## src/rtl/rau_pkg.sv

```systemverilog
package rau_pkg;

  localparam int unsigned DW = 32;  // divider operand width

  localparam logic [1:0] FN_ADD = 2'd0;
  localparam logic [1:0] FN_SUB = 2'd1;
  localparam logic [1:0] FN_MUL = 2'd2;
  localparam logic [1:0] FN_DIV = 2'd3;

  typedef struct packed {
    logic          start;
    logic [DW-1:0] dividend;
    logic [DW-1:0] divisor;
  } dv_req_t;

  typedef struct packed {
    logic          done;
    logic [DW-1:0] quo;
    logic [DW-1:0] rem;
  } dv_rsp_t;

endpackage

```

## src/rtl/rau_div.sv

```systemverilog
// Restoring divider, one quotient bit per cycle. Divisor must be nonzero.
module rau_div
  import rau_pkg::*;
(
  input  logic    clk,
  input  logic    rst,
  input  dv_req_t req,
  output dv_rsp_t rsp
);

  localparam int unsigned CW = $clog2(DW);

  logic          busy;
  logic          done;
  logic [CW-1:0] cnt;
  logic [DW-1:0] dvs;
  logic [DW-1:0] quo;
  logic [DW-1:0] rem;

  logic [DW:0]   sh;
  logic [DW+1:0] diff;
  logic          neg;

  assign sh   = {rem, quo[DW-1]};
  assign diff = {1'b0, sh} - {2'b00, dvs};
  assign neg  = diff[DW+1];

  always_ff @(posedge clk) begin
    if (rst) begin
      busy <= 1'b0;
      done <= 1'b0;
      cnt  <= '0;
    end else begin
      done <= 1'b0;
      if (req.start && !busy) begin
        busy <= 1'b1;
        cnt  <= '0;
      end else if (busy) begin
        cnt <= cnt + 1'b1;
        if (cnt == CW'(DW - 1)) begin
          busy <= 1'b0;
          done <= 1'b1;
        end
      end
    end
  end

  always_ff @(posedge clk) begin
    if (req.start && !busy) begin
      dvs <= req.divisor;
      quo <= req.dividend;
      rem <= '0;
    end else if (busy) begin
      quo <= {quo[DW-2:0], ~neg};
      rem <= neg ? sh[DW-1:0] : diff[DW-1:0];
    end
  end

  assign rsp.done = done;
  assign rsp.quo  = quo;
  assign rsp.rem  = rem;

endmodule

```

## src/rtl/rational_arithmetic_unit.sv

```systemverilog
// Rational arithmetic unit: a_num/a_den (op) b_num/b_den, reduced to lowest terms.
// Input channel: in_valid/in_ready carry func, a_num, a_den, b_num, b_den.
// Output channel: out_valid/out_ready carry res_num, res_den, div_zero.
// One transaction in, one transaction out, strictly in order.
// in_ready is high only while the sequencer is idle; one item is worked at a time.
// Latency is data dependent. Every division goes through one shared restoring
// divider. Add/subtract: Euclid gcd of the denominators, two quotient divides,
// three multiply steps; every operation with a nonzero result then runs Euclid
// on the result and two final divides. Each Euclid step is one divider call
// plus a pass through the S_GCD state, up to about 22 steps on the denominators
// and about 45 on the result. Error cases (zero denominator, division by zero)
// skip all of these, and a zero result of any operation skips the result Euclid
// and the final divides.
// A zero result is 0/1; an error gives 0/0 with div_zero set.
// Reset (rst, synchronous) returns the sequencer to idle and drops out_valid.
// A finished result sits in the output register; the next item can be taken
// while it waits, but that item's result is held until out_ready frees it.
module rational_arithmetic_unit
  import rau_pkg::*;
(
  input  logic               clk,
  input  logic               rst,
  input  logic               in_valid,
  output logic               in_ready,
  input  logic [1:0]         func,
  input  logic signed [15:0] a_num,
  input  logic [14:0]        a_den,
  input  logic signed [15:0] b_num,
  input  logic [14:0]        b_den,
  output logic               out_valid,
  input  logic               out_ready,
  output logic signed [32:0] res_num,
  output logic [30:0]        res_den,
  output logic               div_zero
);

  typedef enum logic [15:0] {
    S_IDLE = 16'h0001,
    S_CHK  = 16'h0002,
    S_GCD  = 16'h0004,
    S_GW   = 16'h0008,
    S_DVA  = 16'h0010,
    S_WA   = 16'h0020,
    S_WB   = 16'h0040,
    S_P1   = 16'h0080,
    S_P2   = 16'h0100,
    S_P3   = 16'h0200,
    S_SUM  = 16'h0400,
    S_ZCHK = 16'h0800,
    S_DVN  = 16'h1000,
    S_WN   = 16'h2000,
    S_WD   = 16'h4000,
    S_FIN  = 16'h8000
  } state_t;

  state_t state;

  // operand registers
  logic [1:0]         fn;
  logic signed [15:0] an;
  logic signed [15:0] bn;
  logic [14:0]        ad;
  logic [14:0]        bd;

  // work registers
  logic [DW-1:0]      x;      // Euclid pair, x ends as the gcd
  logic [DW-1:0]      y;
  logic               phase;  // 0: denominator gcd, 1: result gcd
  logic [14:0]        qa;     // a_den / g
  logic [14:0]        qb;     // b_den / g
  logic [DW-1:0]      qn;
  logic [DW-1:0]      nabs;
  logic               neg;
  logic signed [32:0] num;
  logic signed [32:0] tb;
  logic [30:0]        den;
  logic               err;

  dv_req_t dv_req;
  dv_rsp_t dv_rsp;

  rau_div u_div (
    .clk (clk),
    .rst (rst),
    .req (dv_req),
    .rsp (dv_rsp)
  );

  // shared multiplier, 17x17 signed, result registered by the state that uses it
  logic signed [16:0] ma;
  logic signed [16:0] mb;
  logic signed [33:0] prod;
  logic signed [16:0] an_x;
  logic signed [16:0] bn_x;
  logic signed [16:0] bd_x;
  logic signed [16:0] bmag;
  logic signed [32:0] mag;
  logic               addsub;

  assign an_x   = {an[15], an};
  assign bn_x   = {bn[15], bn};
  assign bd_x   = {2'b00, bd};
  assign bmag   = bn[15] ? -bn_x : bn_x;
  assign addsub = (fn == FN_ADD) || (fn == FN_SUB);
  assign mag    = num[32] ? -num : num;

  always_comb begin
    ma = '0;
    mb = '0;
    case (state)
      S_P1: begin
        if (addsub) begin
          ma = {2'b00, qa};
          mb = bd_x;
        end else begin
          ma = {2'b00, ad};
          mb = (fn == FN_MUL) ? bd_x : bmag;
        end
      end
      S_P2: begin
        if (addsub) begin
          ma = {2'b00, qb};
          mb = an_x;
        end else begin
          ma = an_x;
          mb = (fn == FN_MUL) ? bn_x : (bn[15] ? -bd_x : bd_x);
        end
      end
      S_P3: begin
        ma = {2'b00, qa};
        mb = bn_x;
      end
      default: begin
        ma = '0;
        mb = '0;
      end
    endcase
  end

  assign prod = ma * mb;

  // divider requests
  always_comb begin
    dv_req = '0;
    case (state)
      S_GCD: begin
        dv_req.start    = (y != '0);
        dv_req.dividend = x;
        dv_req.divisor  = y;
      end
      S_DVA: begin
        dv_req.start    = 1'b1;
        dv_req.dividend = DW'(ad);
        dv_req.divisor  = x;
      end
      S_WA: begin
        dv_req.start    = dv_rsp.done;
        dv_req.dividend = DW'(bd);
        dv_req.divisor  = x;
      end
      S_DVN: begin
        dv_req.start    = 1'b1;
        dv_req.dividend = nabs;
        dv_req.divisor  = x;
      end
      S_WN: begin
        dv_req.start    = dv_rsp.done;
        dv_req.dividend = DW'(den);
        dv_req.divisor  = x;
      end
      default: dv_req = '0;
    endcase
  end

  assign in_ready = (state == S_IDLE);

  always_ff @(posedge clk) begin
    if (rst) begin
      state     <= S_IDLE;
      out_valid <= 1'b0;
    end else begin
      // output register loads in S_FIN once free, else clears on acceptance
      if (state == S_FIN && (!out_valid || out_ready)) out_valid <= 1'b1;
      else if (out_ready)                                out_valid <= 1'b0;
      case (state)
        S_IDLE: if (in_valid) state <= S_CHK;
        S_CHK: begin
          if (ad == '0 || bd == '0 || (fn == FN_DIV && bn == '0)) state <= S_FIN;
          else if (addsub)                                        state <= S_GCD;
          else                                                    state <= S_P1;
        end
        S_GCD: begin
          if (y == '0) state <= phase ? S_DVN : S_DVA;
          else         state <= S_GW;
        end
        S_GW:   if (dv_rsp.done) state <= S_GCD;
        S_DVA:  state <= S_WA;
        S_WA:   if (dv_rsp.done) state <= S_WB;
        S_WB:   if (dv_rsp.done) state <= S_P1;
        S_P1:   state <= S_P2;
        S_P2:   state <= addsub ? S_P3 : S_ZCHK;
        S_P3:   state <= S_SUM;
        S_SUM:  state <= S_ZCHK;
        S_ZCHK: state <= (num == '0) ? S_FIN : S_GCD;
        S_DVN:  state <= S_WN;
        S_WN:   if (dv_rsp.done) state <= S_WD;
        S_WD:   if (dv_rsp.done) state <= S_FIN;
        S_FIN:  if (!out_valid || out_ready) state <= S_IDLE;
        default: state <= S_IDLE;
      endcase
    end
  end

  // datapath
  always_ff @(posedge clk) begin
    case (state)
      S_IDLE: begin
        if (in_valid) begin
          fn <= func;
          an <= a_num;
          ad <= a_den;
          bn <= b_num;
          bd <= b_den;
        end
      end
      S_CHK: begin
        err <= 1'b0;
        if (ad == '0 || bd == '0 || (fn == FN_DIV && bn == '0)) begin
          num <= '0;
          den <= '0;
          err <= 1'b1;
        end else begin
          x     <= DW'(ad);
          y     <= DW'(bd);
          phase <= 1'b0;
        end
      end
      S_GW: begin
        if (dv_rsp.done) begin
          x <= y;
          y <= dv_rsp.rem;
        end
      end
      S_WA:  if (dv_rsp.done) qa <= dv_rsp.quo[14:0];
      S_WB:  if (dv_rsp.done) qb <= dv_rsp.quo[14:0];
      S_P1:  den <= prod[30:0];
      S_P2:  num <= prod[32:0];
      S_P3:  tb  <= prod[32:0];
      S_SUM: num <= (fn == FN_SUB) ? num - tb : num + tb;
      S_ZCHK: begin
        if (num == '0) begin
          den <= 31'd1;
        end else begin
          neg   <= num[32];
          nabs  <= mag[DW-1:0];
          x     <= mag[DW-1:0];
          y     <= DW'(den);
          phase <= 1'b1;
        end
      end
      S_WN: if (dv_rsp.done) qn <= dv_rsp.quo;
      S_WD: begin
        if (dv_rsp.done) begin
          den <= dv_rsp.quo[30:0];
          num <= neg ? -{1'b0, qn} : {1'b0, qn};
        end
      end
      S_FIN: begin
        if (!out_valid || out_ready) begin
          res_num  <= num;
          res_den  <= den;
          div_zero <= err;
        end
      end
      default: ;
    endcase
  end

endmodule

```

## config.mk

```make
export PLATFORM = sky130hd
export DESIGN_NAME = rational_arithmetic_unit
export DESIGN_NICKNAME = d
export VERILOG_FILES = /design/src/rtl/rau_pkg.sv /design/src/rtl/rau_div.sv /design/src/rtl/rational_arithmetic_unit.sv
export SDC_FILE = /design/constraint.sdc
export NUM_CORES = 2
export LEC_CHECK = 0
export CORE_UTILIZATION = 44
export DETAILED_ROUTE_END_ITERATION = 10
export DONT_BUFFER_PORTS = 1
export GPL_TIMING_DRIVEN = 0
export SETUP_SLACK_MARGIN = 0.15
export SYNTH_ARGS = -nofsm -noshare
export SYNTH_HDL_FRONTEND = slang
export SYNTH_SLANG_ARGS = --single-unit
```

## constraint.sdc

```tcl
create_clock -name clk -period 10.1 [get_ports clk]
set_input_delay 0.505 -clock clk [delete_from_list [all_inputs] [get_ports clk]]
set_output_delay 0.505 -clock clk [all_outputs]
set_load 0.005 [all_outputs]
```

# Word-level counts from Yosys, hierarchy flattened
# Index checks and enable logic that the tools add are counted.
dict set report totals {
  latchBits 0
  rom_bits 0
  ram_bits 0
  mem_count 0
  ff_bits 507
}
dict set report op_classes {
  mul 1
  n_bitwise 3
  n_reduce_logical 35
  order_cmp 0
  shift 0
  n_addsub 8
  n_eq_ne 31
  n_mux 56
  div_mod_pow 0
}
# operator n
set ops {}
lappend ops {{65-bit one-hot mux with 5 select lines} 1}
lappend ops {{32-bit 2-to-1 mux} 10}
lappend ops {{16-bit one-hot mux with 16 select lines} 1}
lappend ops {{32-bit one-hot mux with 3 select lines} 2}
lappend ops {{16-bit 2-to-1 mux} 9}
lappend ops {{33-bit 2-to-1 mux} 4}
lappend ops {{33-bit one-hot mux with 4 select lines} 1}
lappend ops {{31-bit one-hot mux with 4 select lines} 1}
lappend ops {{17-bit 2-to-1 mux} 7}
lappend ops {{17-bit one-hot mux with 3 select lines} 2}
lappend ops {{31-bit 2-to-1 mux} 3}
lappend ops {{33-bit by 32-bit subtractor with 34-bit output} 1}
lappend ops {{33-bit adder} 1}
lappend ops {{33-bit zero test} 1}
lappend ops {{17-bit by 17-bit multiplier with 33-bit output} 1}
lappend ops {{32-bit negation with 33-bit output} 1}
lappend ops {{33-bit subtractor} 1}
lappend ops {{32-bit zero test} 1}
lappend ops {{32-bit negation} 1}
lappend ops {{32-bit nonzero test} 1}
lappend ops {{15-bit zero test} 2}
lappend ops {{13-bit 2-to-1 mux} 2}
lappend ops {{15-bit negation with 17-bit output} 1}
lappend ops {{16-bit negation with 17-bit output} 1}
lappend ops {{42 further kinds} 78}

# Depth between registers and ports, before layout
dict set report depth {
  depth_word 7
  depth_mapped 35
  depth_no_buf 34
}

# Cells and area by module
# Synthesis repeated with hierarchy kept, for this count alone.
dict set report unflattened {
  cells_unflattened 3498
  hier_area_um2 36780.3
}
# mod seq_area_each_um2 cells_each n_inst area_each_um2
set modules_own_cells {}
lappend modules_own_cells {rational_arithmetic_unit 11961.5 2894 1 30825.8}
lappend modules_own_cells {rau_div 2702.6 604 1 5954.5}

# Least setup slack after synthesis
# No wires, ideal clock.
dict set report synth_path {
  path_type {register to register}
  from {register state[13]}
  to {register num[31] (data pin)}
  path_slack_ns 1.706
  stages_incl_launch_ff 31
  n_path_buf 2
  t_arrival_ns 8.133
  period_less_slack_ns 8.394
  required_ns 9.839
  cell_sequence {dfxtp_1 -> nor4_2 -> and3_1 -> nand2_1 -> or3_1 -> or3b_2 -> clkbuf_1 -> clkinv_1 -> buf_2 -> a211oi_1 -> nor2_1 -> fa_1 -> inv_1 -> fa_1 -> fa_1 -> fa_1 -> inv_1 -> fa_1 -> inv_1 -> fa_1 -> inv_1 -> ha_1 -> and3_1 -> a31oi_1 -> nand2_1 -> a221oi_1 -> o21ai_0 -> o211ai_1 -> o21ai_0 -> xor2_1 -> a221o_1}
}
dict set report synth_between {
  elab_chain_len 4
  elab_cells_between_ends 10
  classes_between {mul: 1; eq/ne: 6; mux: 3}
}
# element line
set synth_rtl {}
lappend synth_rtl {{start, declared} rational_arithmetic_unit.sv:56} ;# state_t state;
lappend synth_rtl {{start signal, assigned} rational_arithmetic_unit.sv:193} ;# if (y == '0) state <= phase ? S_DVN : S_DVA;
lappend synth_rtl {{start signal, assigned} rational_arithmetic_unit.sv:201} ;# S_P2: state <= addsub ? S_P3 : S_ZCHK;
lappend synth_rtl {{start signal, assigned} rational_arithmetic_unit.sv:204} ;# S_ZCHK: state <= (num == '0) ? S_FIN : S_GCD;
lappend synth_rtl {{16-bit by 10-bit == test with 1-bit output (tied with other cells)} rational_arithmetic_unit.sv:110} ;# case (state)
lappend synth_rtl {{17-bit one-hot mux with 3 select lines} rational_arithmetic_unit.sv:110}
lappend synth_rtl {{17-bit by 17-bit multiplier with 33-bit output (*)} rational_arithmetic_unit.sv:140} ;# assign prod = ma * mb;
lappend synth_rtl {{via prod[31]} rational_arithmetic_unit.sv:92} ;# logic signed [33:0] prod;
lappend synth_rtl {{33-bit one-hot mux with 4 select lines (*)} rational_arithmetic_unit.sv:216} ;# case (state)
lappend synth_rtl {{end signal, assigned} rational_arithmetic_unit.sv:247} ;# S_P2: num <= prod[32:0];
lappend synth_rtl {{end signal, assigned} rational_arithmetic_unit.sv:249} ;# S_SUM: num <= (fn == FN_SUB) ? num - tb : num + tb;
lappend synth_rtl {{end signal, assigned} rational_arithmetic_unit.sv:265} ;# num <= neg ? -{1'b0, qn} : {1'b0, qn};
lappend synth_rtl {{end, declared} rational_arithmetic_unit.sv:74} ;# logic signed [32:0] num;
# The timed path passes the listed nets; every way through them passes the cells marked *.
# A chain may end at the register's enable or synchronous reset.

# Worst setup path after layout
dict set report layout_path {
  from {register state[10]}
  to {register num[28] (data pin)}
}
# The elaborated chain is that of the path after synthesis.

==> qor.tcl <==
set qor(floorplan.rows) 104
set qor(initial_antenna_violation_count) 1
set qor(design.die.area_um2) 83300
set qor(numCtsBuffers) 56
set qor(power.switching_fraction_pct) 27.7
set qor(first_global_vias) 27700
set qor(power_per_cell_area_nw_per_um2) 129
set qor(int_pwr_w) 0.00380
set qor(detailedRoute.firstPassIterationCount) 7
set qor(unrepaired_setup_endpoints_after_global_routing) {no}
set qor(power.ir.vdd_worst_uv) 129
set qor(clockBufferDepth) 3
set qor(combinationalPowerShare_pct) 12.0
set qor(power_dissipated_by_switching_net_loads_w) 0.00145
set qor(chipWidth_um) 289
set qor(yosysSeqAreaShare_pct) 40.6
set qor(synth_ff_type) {sky130_fd_sc_hd__edfxtp_1}
set qor(critical_path_required_ns) 10.46
set qor(cts_tree) {built}
set qor(post_route_setup_tns_ns) 0
set qor(ys_seq_elements) 507
set qor(max_slew_margin_pct) 9.72
set qor(gr-total-overflow) 0
set qor(finalSetupViolCount) 0
set qor(sequentialPowerShare_pct) 48.4
set qor(drive_above_1_share_pct) 6.28
set qor(report.final.slew_viol_count) 0
set qor(vias_per_cell) 5.94
set qor(synth-async-reset-ratio_pct) 0
set qor(status) {finished, final reports clean}
set qor(clk_pin_slew_worst_paths_ns) 0.06
set qor(clock_power_share_pct) 39.5
set qor(grt_max_degree) 44
set qor(cts.root.buffer_cell) {sky130_fd_sc_hd__clkbuf_16}
set qor(dp_cells) 4500
set qor(critical-path-slowest-cell) {sky130_fd_sc_hd__buf_1}
set qor(syn_nets) 3936
set qor(post_synth_edffs) 451
set qor(critical_path.max_fanout) 10
set qor(syn2layout_area_growth_pct) 12.4
set qor(critical_path_class) {flop to flop}
set qor(detailroute.via_count) 27800
set qor(endpoint_kind) {flop}
set qor(final_cell_mix) {451 x sky130_fd_sc_hd__edfxtp_1, 386 x sky130_fd_sc_hd__inv_1, 303 x sky130_fd_sc_hd__nor2_1}
set qor(clock_tree.htree_level_count) 2
set qor(place.detailed.hpwl_mm) 93.5
set qor(hold_class) {input pin to flop}
set qor(layout_worst_path_cycle_share_pct) 95.3
set qor(max_clk_rate_mhz) 104
set qor(finalHoldViolations) 0
set qor(diodes) 0
set qor(final_period_minus_worst_setup_slack_ns) 9.62
set qor(synth.distinct_cells) 80
set qor(mapped_cells) 3430
set qor(finalClockSkew_ns) 0.0263
set qor(global_route_wire_length_before_repair_mm) 175
set qor(drt_iter0_drc) 2990
set qor(synth.yosys.warnings) 0
set qor(track_usage_pct) 28.2
set qor(layoutNonFillerInstCount) 4689
set qor(nets) 4088
set qor(globalplace.congestion) 0.944
set qor(syn_area_per_cell_um2) 10.5
set qor(coreArea_um2) 80900
set qor(cell_area_synth_um2) 36200
set qor(clock_sink_count) 507
set qor(finalCoreUtilization_pct) 50.2
set qor(port_buffers) 0
set qor(wirelength_mm) 117
set qor(critical-path-top-cell-by-count) {sky130_fd_sc_hd__fa_1}
set qor(clkLatencyLatePin_ns) 0.63
set qor(max_stage_delay_ns) 0.63
set qor(timing_worst_slew_pin_value_ns) 1.35
set qor(critical_path.startpoint_type) {flop}
set qor(io-pin-count) 135
set qor(hold_ws_ns) 0.0774
set qor(routedWlPerCell_um) 25.0
set qor(drc_errors) 0
set qor(die_y_um) 289
set qor(p_total_w) 0.00526
set qor(start_util_pct) 44.7
set qor(drt.antenna.violating_nets) 0
set qor(arrival_ns) 9.98
set qor(final_common_cell) {sky130_fd_sc_hd__edfxtp_1}
set qor(p_leak_nw) 16.1
set qor(drv_cap) 0
## cell usage after synthesis (all sizes together) (71+ instances only)
cell type	n	area (µm²)
edfxtp	451	13500
inv	388	1460
nor2	306	1150
nand2	294	1100
fa	283	5670
a21oi	157	790
ha	155	1940
o21ai	137	686
xnor2	132	1160
clkbuf	127	477
a22o	101	885
nand3	71	355
## worst paths after layout
kind / cells past startpoint / from / to / slack (ns)
worst min-delay path: 2 / rst / state[4] / 0.08
worst max register to register: 30 / state[10] / num[28] / 0.48
worst max-delay path: 30 / state[10] / num[28] / 0.48
worst min register to register: 1 / phase / state[4] / 0.43
## kinds of logic (layout without fill, tap and decap cells)
family          after synthesis  count (layout)  share of synthesized area, %
compound gates              797             797                          15.7
xor+xnor                    188             188                          4.55
fa+ha+maj                   438             438                          21.0
buf+inv                     544             743                          5.70
flops                       507             507                          40.6
mux                           9               9                         0.256
simple gates                947             947                          12.2
## critical path: cells and delay by family (launching register included)
family / cells / cell delay, ns
buffers and inverters: 9 / 1.62
AO/OA/AOI/OAI: 6 / 1.96
XOR/XNOR: 1 / 0.25
flip-flops: 1 / 0.35
AND/OR/NAND/NOR: 7 / 1.79
adder cells (fa/ha/maj): 7 / 3.35
## state kept, by name (all words and copies together), names as in the netlist, 15 cells and up
name / count
qn: 32
state: 16
u_div.quo: 32
num: 33
res_num: 33
u_div.dvs: 32
bd: 15
ad: 15
y: 32
den: 31
bn: 16
tb: 33
qa: 15
qb: 15
x: 32
nabs: 32
u_div.rem: 32
an: 16
res_den: 31
## per-stage QoR
step	cell area (µm²)	setup WS, ns
after CTS	40200	0.194
after detailed placement	37700	-0.438
after floorplan	36200	1.71
after global placement	37500	-0.604
final	40600	0.479
after global routing	40600	0.120
## power groups by stage
stage / Sequential (W) / Clock, W / Combinational (W)
3_3_place_gp: 0.00259 / 0 / 0.000564
5_1_grt: 0.00254 / 0.00217 / 0.000687
2_1_floorplan: 0.00249 / 0 / 0.000425
3_5_place_dp: 0.00258 / 0 / 0.000578
4_1_cts: 0.00254 / 0.00209 / 0.000604
6_report: 0.00255 / 0.00208 / 0.000631
## layer usage
metal  up-vias  track usage [%]  routed length, µm
met2      1245             47.5              56200
met1     13800             36.8              46400
met4         2             11.7               5240
li1      12500                -                  -
met5         -                0                  7
met3       220             3.54               9230
## repair_timing
item / CTS / global route
endpoints found under the hold margin: 66 / 0
gates resized for setup: 16 / 54
hold buffers: 65 / 0
pin swaps: 1 / 4
endpoints found under the setup margin: 19 / 32
buffers inserted: 2 / 16
## layout make-up
cell class                 count  area [µm²]
fill                        7399       40300
multi-input combinational   2379       19700
timing repair buffer          96        1010
buffer                       152         616
clock inverter                35         350
tap                         1060        1330
clock buffer                  70        1490
sequential                   507       14700
inverter                     390        1470
No activity file was read; power rests on OpenSTA's default activity.
